## config.mk

```make
export PLATFORM = sky130hd
export DESIGN_NAME = protobuf_field_locator
export DESIGN_NICKNAME = d
export VERILOG_FILES = /design/src/hdl/pfl_pkg.sv /design/src/hdl/protobuf_field_locator.sv /design/src/hdl/pfl_in_stage.sv /design/src/hdl/pfl_parser.sv /design/src/hdl/pfl_out_stage.sv
export SDC_FILE = /design/constraint.sdc
export NUM_CORES = 1
export LEC_CHECK = 0
export BUFFER_PORTS_ARGS = -buffer_cell sky130_fd_sc_hd__buf_4
export CORE_MARGIN = 2
export CORE_UTILIZATION = 31
export CTS_BUF_LIST = sky130_fd_sc_hd__clkbuf_16
export CTS_CLUSTER_SIZE = 40
export DETAILED_ROUTE_END_ITERATION = 7
export MAX_ROUTING_LAYER = met4
export SYNTH_ARGS = -nofsm -noshare
export SYNTH_HDL_FRONTEND = slang
export SYNTH_SLANG_ARGS = --single-unit
```

## constraint.sdc

```tcl
create_clock -name clock -period 6.5 [get_ports clock]
set_input_delay 0.975 -clock clock [delete_from_list [all_inputs] [get_ports clock]]
set_output_delay 0.975 -clock clock [all_outputs]
set_load 0.1 [all_outputs]
```

## src/hdl/pfl_pkg.sv

```systemverilog
`default_nettype none

package pfl_pkg;

   localparam int unsigned FieldWidth = 29;

   // one request: a message byte and its end mark
   typedef struct packed {
      logic [7:0] msg_byte;
      logic       last_byte;
   } pfl_req_type;

   typedef enum logic [1:0] {
      ST_FOUND     = 2'd0,
      ST_NOTFOUND  = 2'd1,
      ST_MALFORMED = 2'd2
   } pfl_status_type;

   typedef struct packed {
      logic [7:0]     data_byte;
      logic           in_payload;
      logic           done_res;
      pfl_status_type status;
      logic [31:0]    found_len;
   } pfl_result_type;

   typedef enum logic [6:0] {
      PH_TAG     = 7'b000_0001,
      PH_VSKIP   = 7'b000_0010,
      PH_LEN     = 7'b000_0100,
      PH_SKIP    = 7'b000_1000,
      PH_WLEN    = 7'b001_0000,
      PH_PAYLOAD = 7'b010_0000,
      PH_DONE    = 7'b100_0000
   } pfl_phase_type;

   localparam logic [2:0] WireVarint = 3'd0;
   localparam logic [2:0] WireLen    = 3'd2;
   localparam int unsigned VarintMaxBytes = 5;

endpackage

`default_nettype wire

```

## src/hdl/protobuf_field_locator.sv

```systemverilog
// protobuf_field_locator
// Scans a protobuf wire-format message, one byte per request, and flags the
// payload bytes of the length-delimited field whose tag is wanted_field*8+2.
// Request channel (req_*): req_msg_byte plus req_last_byte marking the final
// byte; taken when req_valid is high and req_stall is low.
// Response channel (rsp_*): exactly one response per request, carrying the byte,
// its in_payload flag and, on the byte that decides it, a done_res pulse with
// status (found / not found / malformed) and found_len.
// CSR channel (csr_*): writes wanted_field; csr_ready is always high. Write only
// while no request is in flight.
// A taken request passes the request register, then the response register, on
// its way to rsp_*. Throughput is one byte per clock while rsp_stall is low: the
// parser is one pass of logic between them, with no feedback wider than a byte step.
// A stalled receiver holds the response register; one more request is absorbed
// in the request register, after which req_stall follows rsp_stall directly.
// Reset (synchronous, active high) empties both registers, returns the parser to
// reading a tag and sets wanted_field to 1.
`default_nettype none

module protobuf_field_locator (
   input  wire logic        clock,
   input  wire logic        reset,
   input  wire logic        req_valid,
   output logic             req_stall,
   input  wire logic [7:0]  req_msg_byte,
   input  wire logic        req_last_byte,
   output logic             rsp_valid,
   input  wire logic        rsp_stall,
   output logic [7:0]       rsp_data_byte,
   output logic             rsp_in_payload,
   output logic             rsp_done_res,
   output logic [1:0]       rsp_status,
   output logic [31:0]      rsp_found_len,
   input  wire logic        csr_valid,
   output logic             csr_ready,
   input  wire logic [28:0] csr_wanted_field
);
   import pfl_pkg::*;

   // wanted field number, written through the CSR channel
   logic [FieldWidth-1:0] wanted_field_ff;

   pfl_req_type    req_item, s1_item;
   logic           s1_valid, s2_ready, fire;
   pfl_result_type s2_result, rsp_result;

   assign csr_ready = 1'b1;

   always_ff @(posedge clock) begin
      if (reset) begin
         wanted_field_ff <= FieldWidth'(1);
      end else if (csr_valid && csr_ready) begin
         wanted_field_ff <= csr_wanted_field;
      end
   end

   assign req_item.msg_byte  = req_msg_byte;
   assign req_item.last_byte = req_last_byte;

   pfl_in_stage u_in_stage (
      .clock     (clock),
      .reset     (reset),
      .req_valid (req_valid),
      .req_stall (req_stall),
      .req_item  (req_item),
      .s1_valid  (s1_valid),
      .s1_item   (s1_item),
      .s1_take   (fire)
   );

   // parser state advances exactly when a byte moves into the response register
   assign fire = s1_valid && s2_ready;

   pfl_parser u_parser (
      .clock        (clock),
      .reset        (reset),
      .fire         (fire),
      .item         (s1_item),
      .wanted_field (wanted_field_ff),
      .result       (s2_result)
   );

   pfl_out_stage u_out_stage (
      .clock      (clock),
      .reset      (reset),
      .s2_valid   (s1_valid),
      .s2_result  (s2_result),
      .s2_ready   (s2_ready),
      .rsp_valid  (rsp_valid),
      .rsp_stall  (rsp_stall),
      .rsp_result (rsp_result)
   );

   assign rsp_data_byte  = rsp_result.data_byte;
   assign rsp_in_payload = rsp_result.in_payload;
   assign rsp_done_res   = rsp_result.done_res;
   assign rsp_status     = rsp_result.status;
   assign rsp_found_len  = rsp_result.found_len;

   // a length is reported only with a found outcome
   a_len_only_found: assert property (@(posedge clock) disable iff (reset)
      rsp_valid && (rsp_found_len != 32'd0) |->
         rsp_done_res && (rsp_status == ST_FOUND))
      else $error("found_len without found done");

   // status stays zero between outcomes
   a_status_idle: assert property (@(posedge clock) disable iff (reset)
      rsp_valid && !rsp_done_res |-> rsp_status == ST_FOUND)
      else $error("status set without done");

   // a payload byte can only end a message as found or cut off
   a_payload_done: assert property (@(posedge clock) disable iff (reset)
      rsp_valid && rsp_in_payload && rsp_done_res |->
         (rsp_status == ST_FOUND) || (rsp_status == ST_MALFORMED))
      else $error("payload byte reported as not found");

   // the parser never advances while the request register is empty
   a_fire_valid: assert property (@(posedge clock) disable iff (reset)
      fire |-> s1_valid && s2_ready)
      else $error("parser advanced without a request");

endmodule

`default_nettype wire

```

## src/hdl/pfl_in_stage.sv

```systemverilog
`default_nettype none

module pfl_in_stage (
   input  wire logic                clock,
   input  wire logic                reset,
   input  wire logic                req_valid,
   output logic                     req_stall,
   input  wire pfl_pkg::pfl_req_type req_item,
   output logic                     s1_valid,
   output pfl_pkg::pfl_req_type     s1_item,
   input  wire logic                s1_take
);
   import pfl_pkg::*;

   logic        valid_ff, valid_in;
   pfl_req_type item_ff;
   logic        load;

   assign req_stall = valid_ff && !s1_take;
   assign load      = req_valid && !req_stall;
   assign valid_in  = load || (valid_ff && !s1_take);

   always_ff @(posedge clock) begin
      if (reset) begin
         valid_ff <= 1'b0;
      end else begin
         valid_ff <= valid_in;
      end
   end

   always_ff @(posedge clock) begin
      if (load) begin
         item_ff <= req_item;
      end
   end

   assign s1_valid = valid_ff;
   assign s1_item  = item_ff;

endmodule

`default_nettype wire

```

## src/hdl/pfl_parser.sv

```systemverilog
`default_nettype none

module pfl_parser (
   input  wire logic                     clock,
   input  wire logic                     reset,
   input  wire logic                     fire,
   input  wire pfl_pkg::pfl_req_type     item,
   input  wire logic [28:0]              wanted_field,
   output pfl_pkg::pfl_result_type       result
);
   import pfl_pkg::*;

   pfl_phase_type  phase_ff, phase_in;
   logic [31:0]    acc_ff, acc_in;
   logic [2:0]     cnt_ff, cnt_in;
   logic [31:0]    skip_ff, skip_in;
   logic [31:0]    flen_ff, flen_in;

   logic [2:0]     k;
   logic [6:0]     b7;
   logic [31:0]    shifted, fed_acc;
   logic           more, too_long, done;
   pfl_status_type status;
   logic [31:0]    plen;
   logic           pay;

   assign b7       = item.msg_byte[6:0];
   assign more     = item.msg_byte[7];
   assign k        = (cnt_ff > 3'd4) ? 3'd4 : cnt_ff;
   assign too_long = more && ((k + 3'd1) >= 3'(VarintMaxBytes));

   // place 7 payload bits at bit 7k; bits past 31 are dropped
   always_comb begin
      case (k)
         3'd0:    shifted = {25'b0, b7};
         3'd1:    shifted = {18'b0, b7, 7'b0};
         3'd2:    shifted = {11'b0, b7, 14'b0};
         3'd3:    shifted = {4'b0, b7, 21'b0};
         default: shifted = {b7[3:0], 28'b0};
      endcase
   end

   assign fed_acc = acc_ff | shifted;

   always_comb begin
      phase_in = phase_ff;
      acc_in   = acc_ff;
      cnt_in   = cnt_ff;
      skip_in  = skip_ff;
      flen_in  = flen_ff;
      done     = 1'b0;
      status   = ST_FOUND;
      plen     = '0;
      pay      = 1'b0;

      unique case (phase_ff)
         PH_TAG, PH_VSKIP, PH_LEN, PH_WLEN: begin
            if (more) begin
               acc_in = fed_acc;
               cnt_in = k + 3'd1;
               if (too_long) begin
                  done   = 1'b1;
                  status = ST_MALFORMED;
               end
            end else begin
               acc_in = '0;
               cnt_in = '0;
               unique case (phase_ff)
                  PH_TAG: begin
                     if (fed_acc == {wanted_field, WireLen}) begin
                        phase_in = PH_WLEN;
                     end else if (fed_acc[2:0] == WireVarint) begin
                        phase_in = PH_VSKIP;
                     end else if (fed_acc[2:0] == WireLen) begin
                        phase_in = PH_LEN;
                     end else begin
                        done   = 1'b1;
                        status = ST_MALFORMED;
                     end
                  end
                  PH_VSKIP: begin
                     phase_in = PH_TAG;
                  end
                  PH_LEN: begin
                     if (fed_acc == '0) begin
                        phase_in = PH_TAG;
                     end else begin
                        skip_in  = fed_acc;
                        phase_in = PH_SKIP;
                     end
                  end
                  default: begin
                     flen_in = fed_acc;
                     if (fed_acc == '0) begin
                        done   = 1'b1;
                        status = ST_FOUND;
                     end else begin
                        skip_in  = fed_acc;
                        phase_in = PH_PAYLOAD;
                     end
                  end
               endcase
            end
         end
         PH_SKIP: begin
            skip_in = skip_ff - 32'd1;
            if (skip_ff == 32'd1) begin
               phase_in = PH_TAG;
            end
         end
         PH_PAYLOAD: begin
            pay     = 1'b1;
            skip_in = skip_ff - 32'd1;
            if (skip_ff == 32'd1) begin
               done   = 1'b1;
               status = ST_FOUND;
               plen   = flen_ff;
            end
         end
         default: ;
      endcase

      if (done) begin
         phase_in = PH_DONE;
      end

      if (item.last_byte) begin
         if (phase_in != PH_DONE) begin
            done   = 1'b1;
            status = (phase_in == PH_TAG && cnt_in == 3'd0) ? ST_NOTFOUND : ST_MALFORMED;
         end
         phase_in = PH_TAG;
         acc_in   = '0;
         cnt_in   = '0;
         skip_in  = '0;
         flen_in  = '0;
      end

      result.data_byte  = item.msg_byte;
      result.in_payload = pay;
      result.done_res   = done;
      result.status     = done ? status : ST_FOUND;
      result.found_len  = (done && status == ST_FOUND) ? plen : 32'd0;
   end

   always_ff @(posedge clock) begin
      if (reset) begin
         phase_ff <= PH_TAG;
         acc_ff   <= '0;
         cnt_ff   <= '0;
         skip_ff  <= '0;
         flen_ff  <= '0;
      end else if (fire) begin
         phase_ff <= phase_in;
         acc_ff   <= acc_in;
         cnt_ff   <= cnt_in;
         skip_ff  <= skip_in;
         flen_ff  <= flen_in;
      end
   end

endmodule

`default_nettype wire

```

## src/hdl/pfl_out_stage.sv

```systemverilog
`default_nettype none

module pfl_out_stage (
   input  wire logic                   clock,
   input  wire logic                   reset,
   input  wire logic                   s2_valid,
   input  wire pfl_pkg::pfl_result_type s2_result,
   output logic                        s2_ready,
   output logic                        rsp_valid,
   input  wire logic                   rsp_stall,
   output pfl_pkg::pfl_result_type     rsp_result
);
   import pfl_pkg::*;

   logic           valid_ff, valid_in;
   pfl_result_type result_ff;
   logic           load;

   assign s2_ready = !valid_ff || !rsp_stall;
   assign load     = s2_valid && s2_ready;
   assign valid_in = load || (valid_ff && rsp_stall);

   always_ff @(posedge clock) begin
      if (reset) begin
         valid_ff <= 1'b0;
      end else begin
         valid_ff <= valid_in;
      end
   end

   always_ff @(posedge clock) begin
      if (load) begin
         result_ff <= s2_result;
      end
   end

   assign rsp_valid  = valid_ff;
   assign rsp_result = result_ff;

endmodule

`default_nettype wire
```

==> results.json, run 1 <==
{
  "vias": 8441,
  "fin_tns_setup_ns": 0,
  "htree_num_levels": 4,
  "endpoint_kind": "flop",
  "switching_share": 0.310,
  "p_leak_nw": 4.16,
  "min_path_type": "flop to flop",
  "max_slew_margin": 0.227,
  "rsz0062_at_grt": "false",
  "status": "finished clean",
  "synth-warning-count": 0,
  "dieArea_mm2": 0.0315,
  "rows": 63,
  "port_buffers": 88,
  "initial_core_util": 0.314,
  "finalNetCount": 1190,
  "synth_edf_count": 53,
  "intPower_w": 0.00189,
  "postRouteAntennaNets": 0,
  "stdcell_area_mm2": 0.0108,
  "power_switching_w": 0.000848,
  "wirelength_mm": 27.5,
  "yosys.cell_types.count": 62,
  "drtIter0Drc": 1000,
  "avgRoutedWirePerCell_um": 17.8,
  "critical_path.max_fanout": 29,
  "final_common_cell": "a21oi_1",
  "syn-cell-area_mm2": 0.00932,
  "area_delta_synth_final_pct": 16.4,
  "synthCells": 1112,
  "avgSynthCellArea_um2": 8.38,
  "setup_viol_count_final": 0,
  "dieHeight_um": 177,
  "drive_gt1_frac": 0.129,
  "synth_fp_nets": 1162,
  "clk_latency_ns": 0.45,
  "core_mm2": 0.0296,
  "post-route-min-period_ns": 4.99,
  "io_pins": 90,
  "p_comb_frac": 0.131,
  "avgViaCountPerCell": 5.47,
  "cts_root_buffer": "clkbuf_16",
  "synthFlopType": "dfxtp_1",
  "cp.required_ns": 6.84,
  "seq_power_share": 0.469,
  "overflow": 0,
  "place.gp.congestion": 0.916,
  "post_cts_buffers": 0,
  "fin_crit_sh": 0.768,
  "layout_common_cells": "a21oi_1, nor2_1, dfxtp_1",
  "grt_pass1_wl_mm": 43.0,
  "power_density_mw_per_mm2": 252,
  "place_area_mm2": 0.0102,
  "numCtsBuffers": 17,
  "die_x_um": 177,
  "fmax_ghz": 0.200,
  "place_hpwl_mm": 19.0,
  "maxCapViolCount": 0,
  "synth-seq-cells": 190,
  "power.share.clock": 0.400,
  "drc": 0,
  "drtPass1Iterations": 6,
  "grt_max_degree": 72,
  "cp-start-kind": "flop",
  "finalHoldViolations": 0,
  "arrival_ns": 5.33,
  "diodes": 0,
  "antenna_found_initial": 0,
  "slew_violations": 0,
  "tightest_slew_ns": 1.16,
  "cts_tree": "built",
  "async_reset_ff_frac": 0,
  "yosysSeqAreaShare": 0.465,
  "grt_usage": 0.180,
  "finClkSkew_ns": 0.0175,
  "path_clk_slew_ns": 0.08,
  "grt_pass1_vias": 7523,
  "cts_hold_buf": 0,
  "cts_buffer_depth": 2,
  "cts_resized": 0,
  "max-vdd-ir-drop_v": 0.000136,
  "cts_sinks": 190,
  "path_class": "flop to flop"
}
per-stage QoR:
stage               hold WS, ns  utilization  setup WS [ns]  power [W]  cells
finish                    0.478        0.366           1.51    0.00274   1543
global route              0.489        0.366           1.05    0.00283   1543
CTS                       0.478        0.366           1.51    0.00274   1543
detailed placement        0.467        0.345           1.53    0.00167   1511
global placement          0.457        0.345           1.88    0.00167   1511
floorplan                 0.421            -           2.76    0.00156   1112
power by group through the flow:
| stage | sequential, W | combinational (W) | clock [W] |
|---|---|---|---|
| 2_1_floorplan | 0.00137 | 0.000189 | 0 |
| 3_3_place_gp | 0.00131 | 0.000357 | 0 |
| 3_5_place_dp | 0.00131 | 0.000357 | 0 |
| 4_1_cts | 0.00128 | 0.000358 | 0.00110 |
| 5_1_grt | 0.00129 | 0.000387 | 0.00115 |
| 6_report | 0.00128 | 0.000359 | 0.00109 |
critical path: stages, from the launching register on:
cell and delay (ns):
dfxtp_1 0.86, inv_1 0.19, nand2_1 0.17, inv_1 0.07
ha_1 0.30, nor2b_1 0.26, a21oi_1 0.63, nor4bb_1 0.59
nand3_1 0.26, nand3_1 0.23, a21o_1 0.78, o21ai_0 0.22
a32o_1 0.29
path summary, 6_finish.rpt:
| check | from | endpoint | slack (ns) | depth (start not counted) |
|---|---|---|---|---|
| max | u_parser.cnt_ff[2] | u_parser.skip_ff[25] | 1.51 | 12 |
| min | u_parser.skip_ff[1] | u_parser.skip_ff[1] | 0.48 | 2 |
| max reg2reg | u_parser.cnt_ff[2] | u_parser.skip_ff[25] | 1.51 | 12 |
| min reg2reg | u_parser.skip_ff[1] | u_parser.skip_ff[1] | 0.48 | 2 |
sequential cells by signal, summed over array words and instances (netlist names):
name,flops
u_parser.skip_ff,32
u_parser.cnt_ff,3
wanted_field_ff,29
u_in_stage.s1_valid,1
u_in_stage.s1_item,9
u_parser.flen_ff,32
u_parser.phase_ff,7
u_out_stage.rsp_result,44
u_parser.acc_ff,32
u_out_stage.rsp_valid,1
kinds of logic (layout without fill, tap and decap cells):
logic type	after synthesis	in the layout	synth area share
and+or+nand+nor	468	468	0.252
AOI/OAI and AO/OA	283	283	0.175
DFF	190	190	0.465
buffers and inverters	114	155	0.0474
muxes	30	30	0.0324
xor gates and xnor gates	19	19	0.0179
adders and majority gates	7	7	0.00940
other	1	1	0.000403
routing by layer:
metal,part of all wire,global-route usage
met5,0,-
met4,0.017,0.0437
met3,0.071,0.0306
met2,0.42,0.256
met1,0.49,0.265
cells in the mapped netlist, drive strengths merged (16+ instances only):
master,number,share of area
a21oi,165,0.089
and3,48,0.032
clkbuf,75,0.030
dfxtp,137,0.29
edfxtp,53,0.17
inv,25,0.010
mux2i,29,0.031
nand2,54,0.022
nand3,18,0.0097
nand3b,16,0.013
nor2,148,0.060
nor3,89,0.048
nor4,26,0.017
o21ai,52,0.028
xnor2,16,0.015
layout make-up:
cell class                      instances  area, µm²
Clock inverter                         15        204
Sequential cell                       190       4330
Clock buffer                           17        425
Tap cell                              390        488
Fill cell                            3061      18800
Timing Repair Buffer                   97        728
Inverter                               26       97.6
Multi-Input combinational cell        808       4570
No activity file was read; power rests on OpenSTA's default activity.
==> run 2, diff against run 1 <==
--- a/config.mk
+++ b/config.mk
@@ -5,6 +5,7 @@
 export SDC_FILE = /design/constraint.sdc
 export NUM_CORES = 1
 export LEC_CHECK = 0
+export ABC_AREA = 1
 export BUFFER_PORTS_ARGS = -buffer_cell sky130_fd_sc_hd__buf_4
 export CORE_MARGIN = 2
 export CORE_UTILIZATION = 31
==> constraint.sdc (replaced) <==
create_clock -name clock -period 5.1 [get_ports clock]
set_input_delay 0.765 -clock clock [delete_from_list [all_inputs] [get_ports clock]]
set_output_delay 0.765 -clock clock [all_outputs]
set_load 0.1 [all_outputs]
==> run 2 against run 1 <==
Wire length up 7.2%. Clock power up 26%. Global-route usage up 0.25 points. Flip-flop and latch count unchanged.
==> results.json, run 2 <==
{
  "status": "finished clean",
  "vias": 8952,
  "tightest_slew_ns": 1.04,
  "drive_gt1_frac": 0.143,
  "power_density_mw_per_mm2": 348,
  "arrival_ns": 4.14,
  "port_buffers": 88,
  "grt_usage": 0.183,
  "p_leak_nw": 4.71,
  "finClkSkew_ns": 0.0125,
  "endpoint_kind": "flop",
  "cp-start-kind": "flop",
  "cts_root_buffer": "clkbuf_16",
  "post_cts_buffers": 0,
  "grt_pass1_vias": 8399,
  "io_pins": 90,
  "post-route-min-period_ns": 3.77,
  "synth_edf_count": 53,
  "yosysSeqAreaShare": 0.441,
  "place.gp.congestion": 0.910,
  "max-vdd-ir-drop_v": 0.000256,
  "synth-warning-count": 0,
  "cts_resized": 0,
  "fin_tns_setup_ns": 0,
  "layout_common_cells": "nand2_1, nor2_1, inv_1",
  "synth_commonest_cells": "nand2_1, nor2_1, inv_1",
  "htree_num_levels": 4,
  "drtPass1Iterations": 5,
  "synthCells": 1316,
  "syn-cell-area_mm2": 0.00984,
  "wirelength_mm": 29.5,
  "synth_fp_nets": 1366,
  "maxCapViolCount": 0,
  "final_util": 0.361,
  "initial_core_util": 0.313,
  "gr-usage-met1": 0.244,
  "numCtsBuffers": 17,
  "critical_path.max_fanout": 43,
  "top_usage_layer": "met2",
  "drtIter0Drc": 755,
  "yosys.cell_types.count": 55,
  "path_class": "flop to flop",
  "grt_pass1_wl_mm": 45.9,
  "dieHeight_um": 182,
  "synth_top_cell_by_area": "dfxtp_1",
  "dpl.cell_count": 1755,
  "synth.area.mux_share": 0,
  "p_total_w": 0.00395,
  "path_clk_slew_ns": 0.08,
  "synth_top_family_by_area": "simple AND/OR/NAND/NOR gates",
  "synth_top_area_share": 0.279,
  "finalHoldViolations": 0,
  "final_cells": 1787,
  "drc": 0,
  "synth_xor_area_frac": 0.0107,
  "overflow": 0,
  "fin_crit_sh": 0.740,
  "synthFlopType": "dfxtp_1",
  "async_reset_ff_frac": 0,
  "max_slew_margin": 0.309,
  "place_hpwl_mm": 21.0,
  "setup_viol_count_final": 0,
  "antenna_found_initial": 0,
  "cts_buffer_depth": 2,
  "yosysMostFrequentCell": "nand2_1",
  "area_delta_synth_final_pct": 15.3,
  "cp.required_ns": 5.47,
  "cts_tree": "built",
  "grt_max_degree": 86,
  "synth-simple-area-share": 0.253,
  "gr-usage-met2": 0.281,
  "largest_register_ffs": 44,
  "avgViaCountPerCell": 5.01,
  "cts_sinks": 190,
  "synth-compound-area-share": 0.183,
  "diodes": 0,
  "final_common_cell": "nand2_1",
  "synth-seq-cells": 190,
  "slew_violations": 0,
  "min_path_type": "flop to flop",
  "synth-adder-area-share": 0.00890,
  "fmax_ghz": 0.265,
  "dieArea_mm2": 0.0332,
  "rsz0062_at_grt": "false",
  "clk_latency_ns": 0.45,
  "finalNetCount": 1422,
  "postRouteAntennaNets": 0,
  "grt_use_met3": 0.0355,
  "avgSynthCellArea_um2": 7.47,
  "ys_top_cells_by_area": "dfxtp_1, edfxtp_1, nand2_1, nor2_1, inv_1",
  "avgRoutedWirePerCell_um": 16.5,
  "cts_hold_buf": 0,
  "rows": 65,
  "whs_ns": 0.459,
  "die_x_um": 182,
  "core_mm2": 0.0314
}
==> run 2: per-layer routing <==
metal	vias up	share of wire
met5	-	0
met4	0	0.024
met1	4179	0.47
met2	273	0.45
met3	45	0.057
li1	4455	-
==> run 2: per-stage QoR <==
| step | cell area, µm² | worst slack [ns] |
|---|---|---|
| global placement | 10700 | 1.42 |
| finish | 11300 | 1.33 |
| CTS | 11300 | 1.37 |
| global route | 11300 | 0.958 |
| detailed placement | 10700 | 1.38 |
| floorplan | 9840 | 1.86 |
==> run 2: area by class of cell <==
cell class,instances,area (µm²)
clock buffer,18,450
clock inverter,14,141
fill,3344,20100
inverter,185,703
multi-input combinational,882,4490
sequential,190,4330
tap,402,503
timing repair buffer,96,721
==> run 2: worst max-delay path: stages (launching register included) <==
cell	delay, ns
dfxtp_1	0.50
nor2_1	0.16
inv_1	0.12
ha_1	0.40
nand3_1	0.15
nand2_1	0.26
nor2_1	0.07
nand2_1	0.09
nor2_2	0.05
nand2_2	0.10
nor2_4	0.07
o311ai_2	0.24
nand2_2	0.35
inv_2	0.67
o21ai_0	0.20
nand2_1	0.10
nand2_1	0.05
a21oi_1	0.11
==> run 2: cell families after synthesis <==
kind of cell / after synthesis
adder cells (fa/ha/maj): 7
buffers and inverters: 244
flip-flops: 190
XOR/XNOR: 12
AO/OA/AOI/OAI: 308
other: 1
AND/OR/NAND/NOR: 554
==> run 2: worst paths after layout <==
| check | start | end | slack [ns] | cells past startpoint |
|---|---|---|---|---|
| hold reg to reg | u_parser.flen_ff[31] | u_parser.flen_ff[31] | 0.46 | 2 |
| setup / recovery | u_parser.cnt_ff[2] | u_parser.skip_ff[20] | 1.33 | 17 |
| hold / removal | u_parser.flen_ff[31] | u_parser.flen_ff[31] | 0.46 | 2 |
| setup reg to reg | u_parser.cnt_ff[2] | u_parser.skip_ff[20] | 1.33 | 17 |
==> run 2: power by group <==
part	switching [W]	internal, W	total (W)
Sequential	0.0000580	0.00164	0.00170
Clock	0.000618	0.000752	0.00137
Combinational	0.000628	0.000251	0.000880
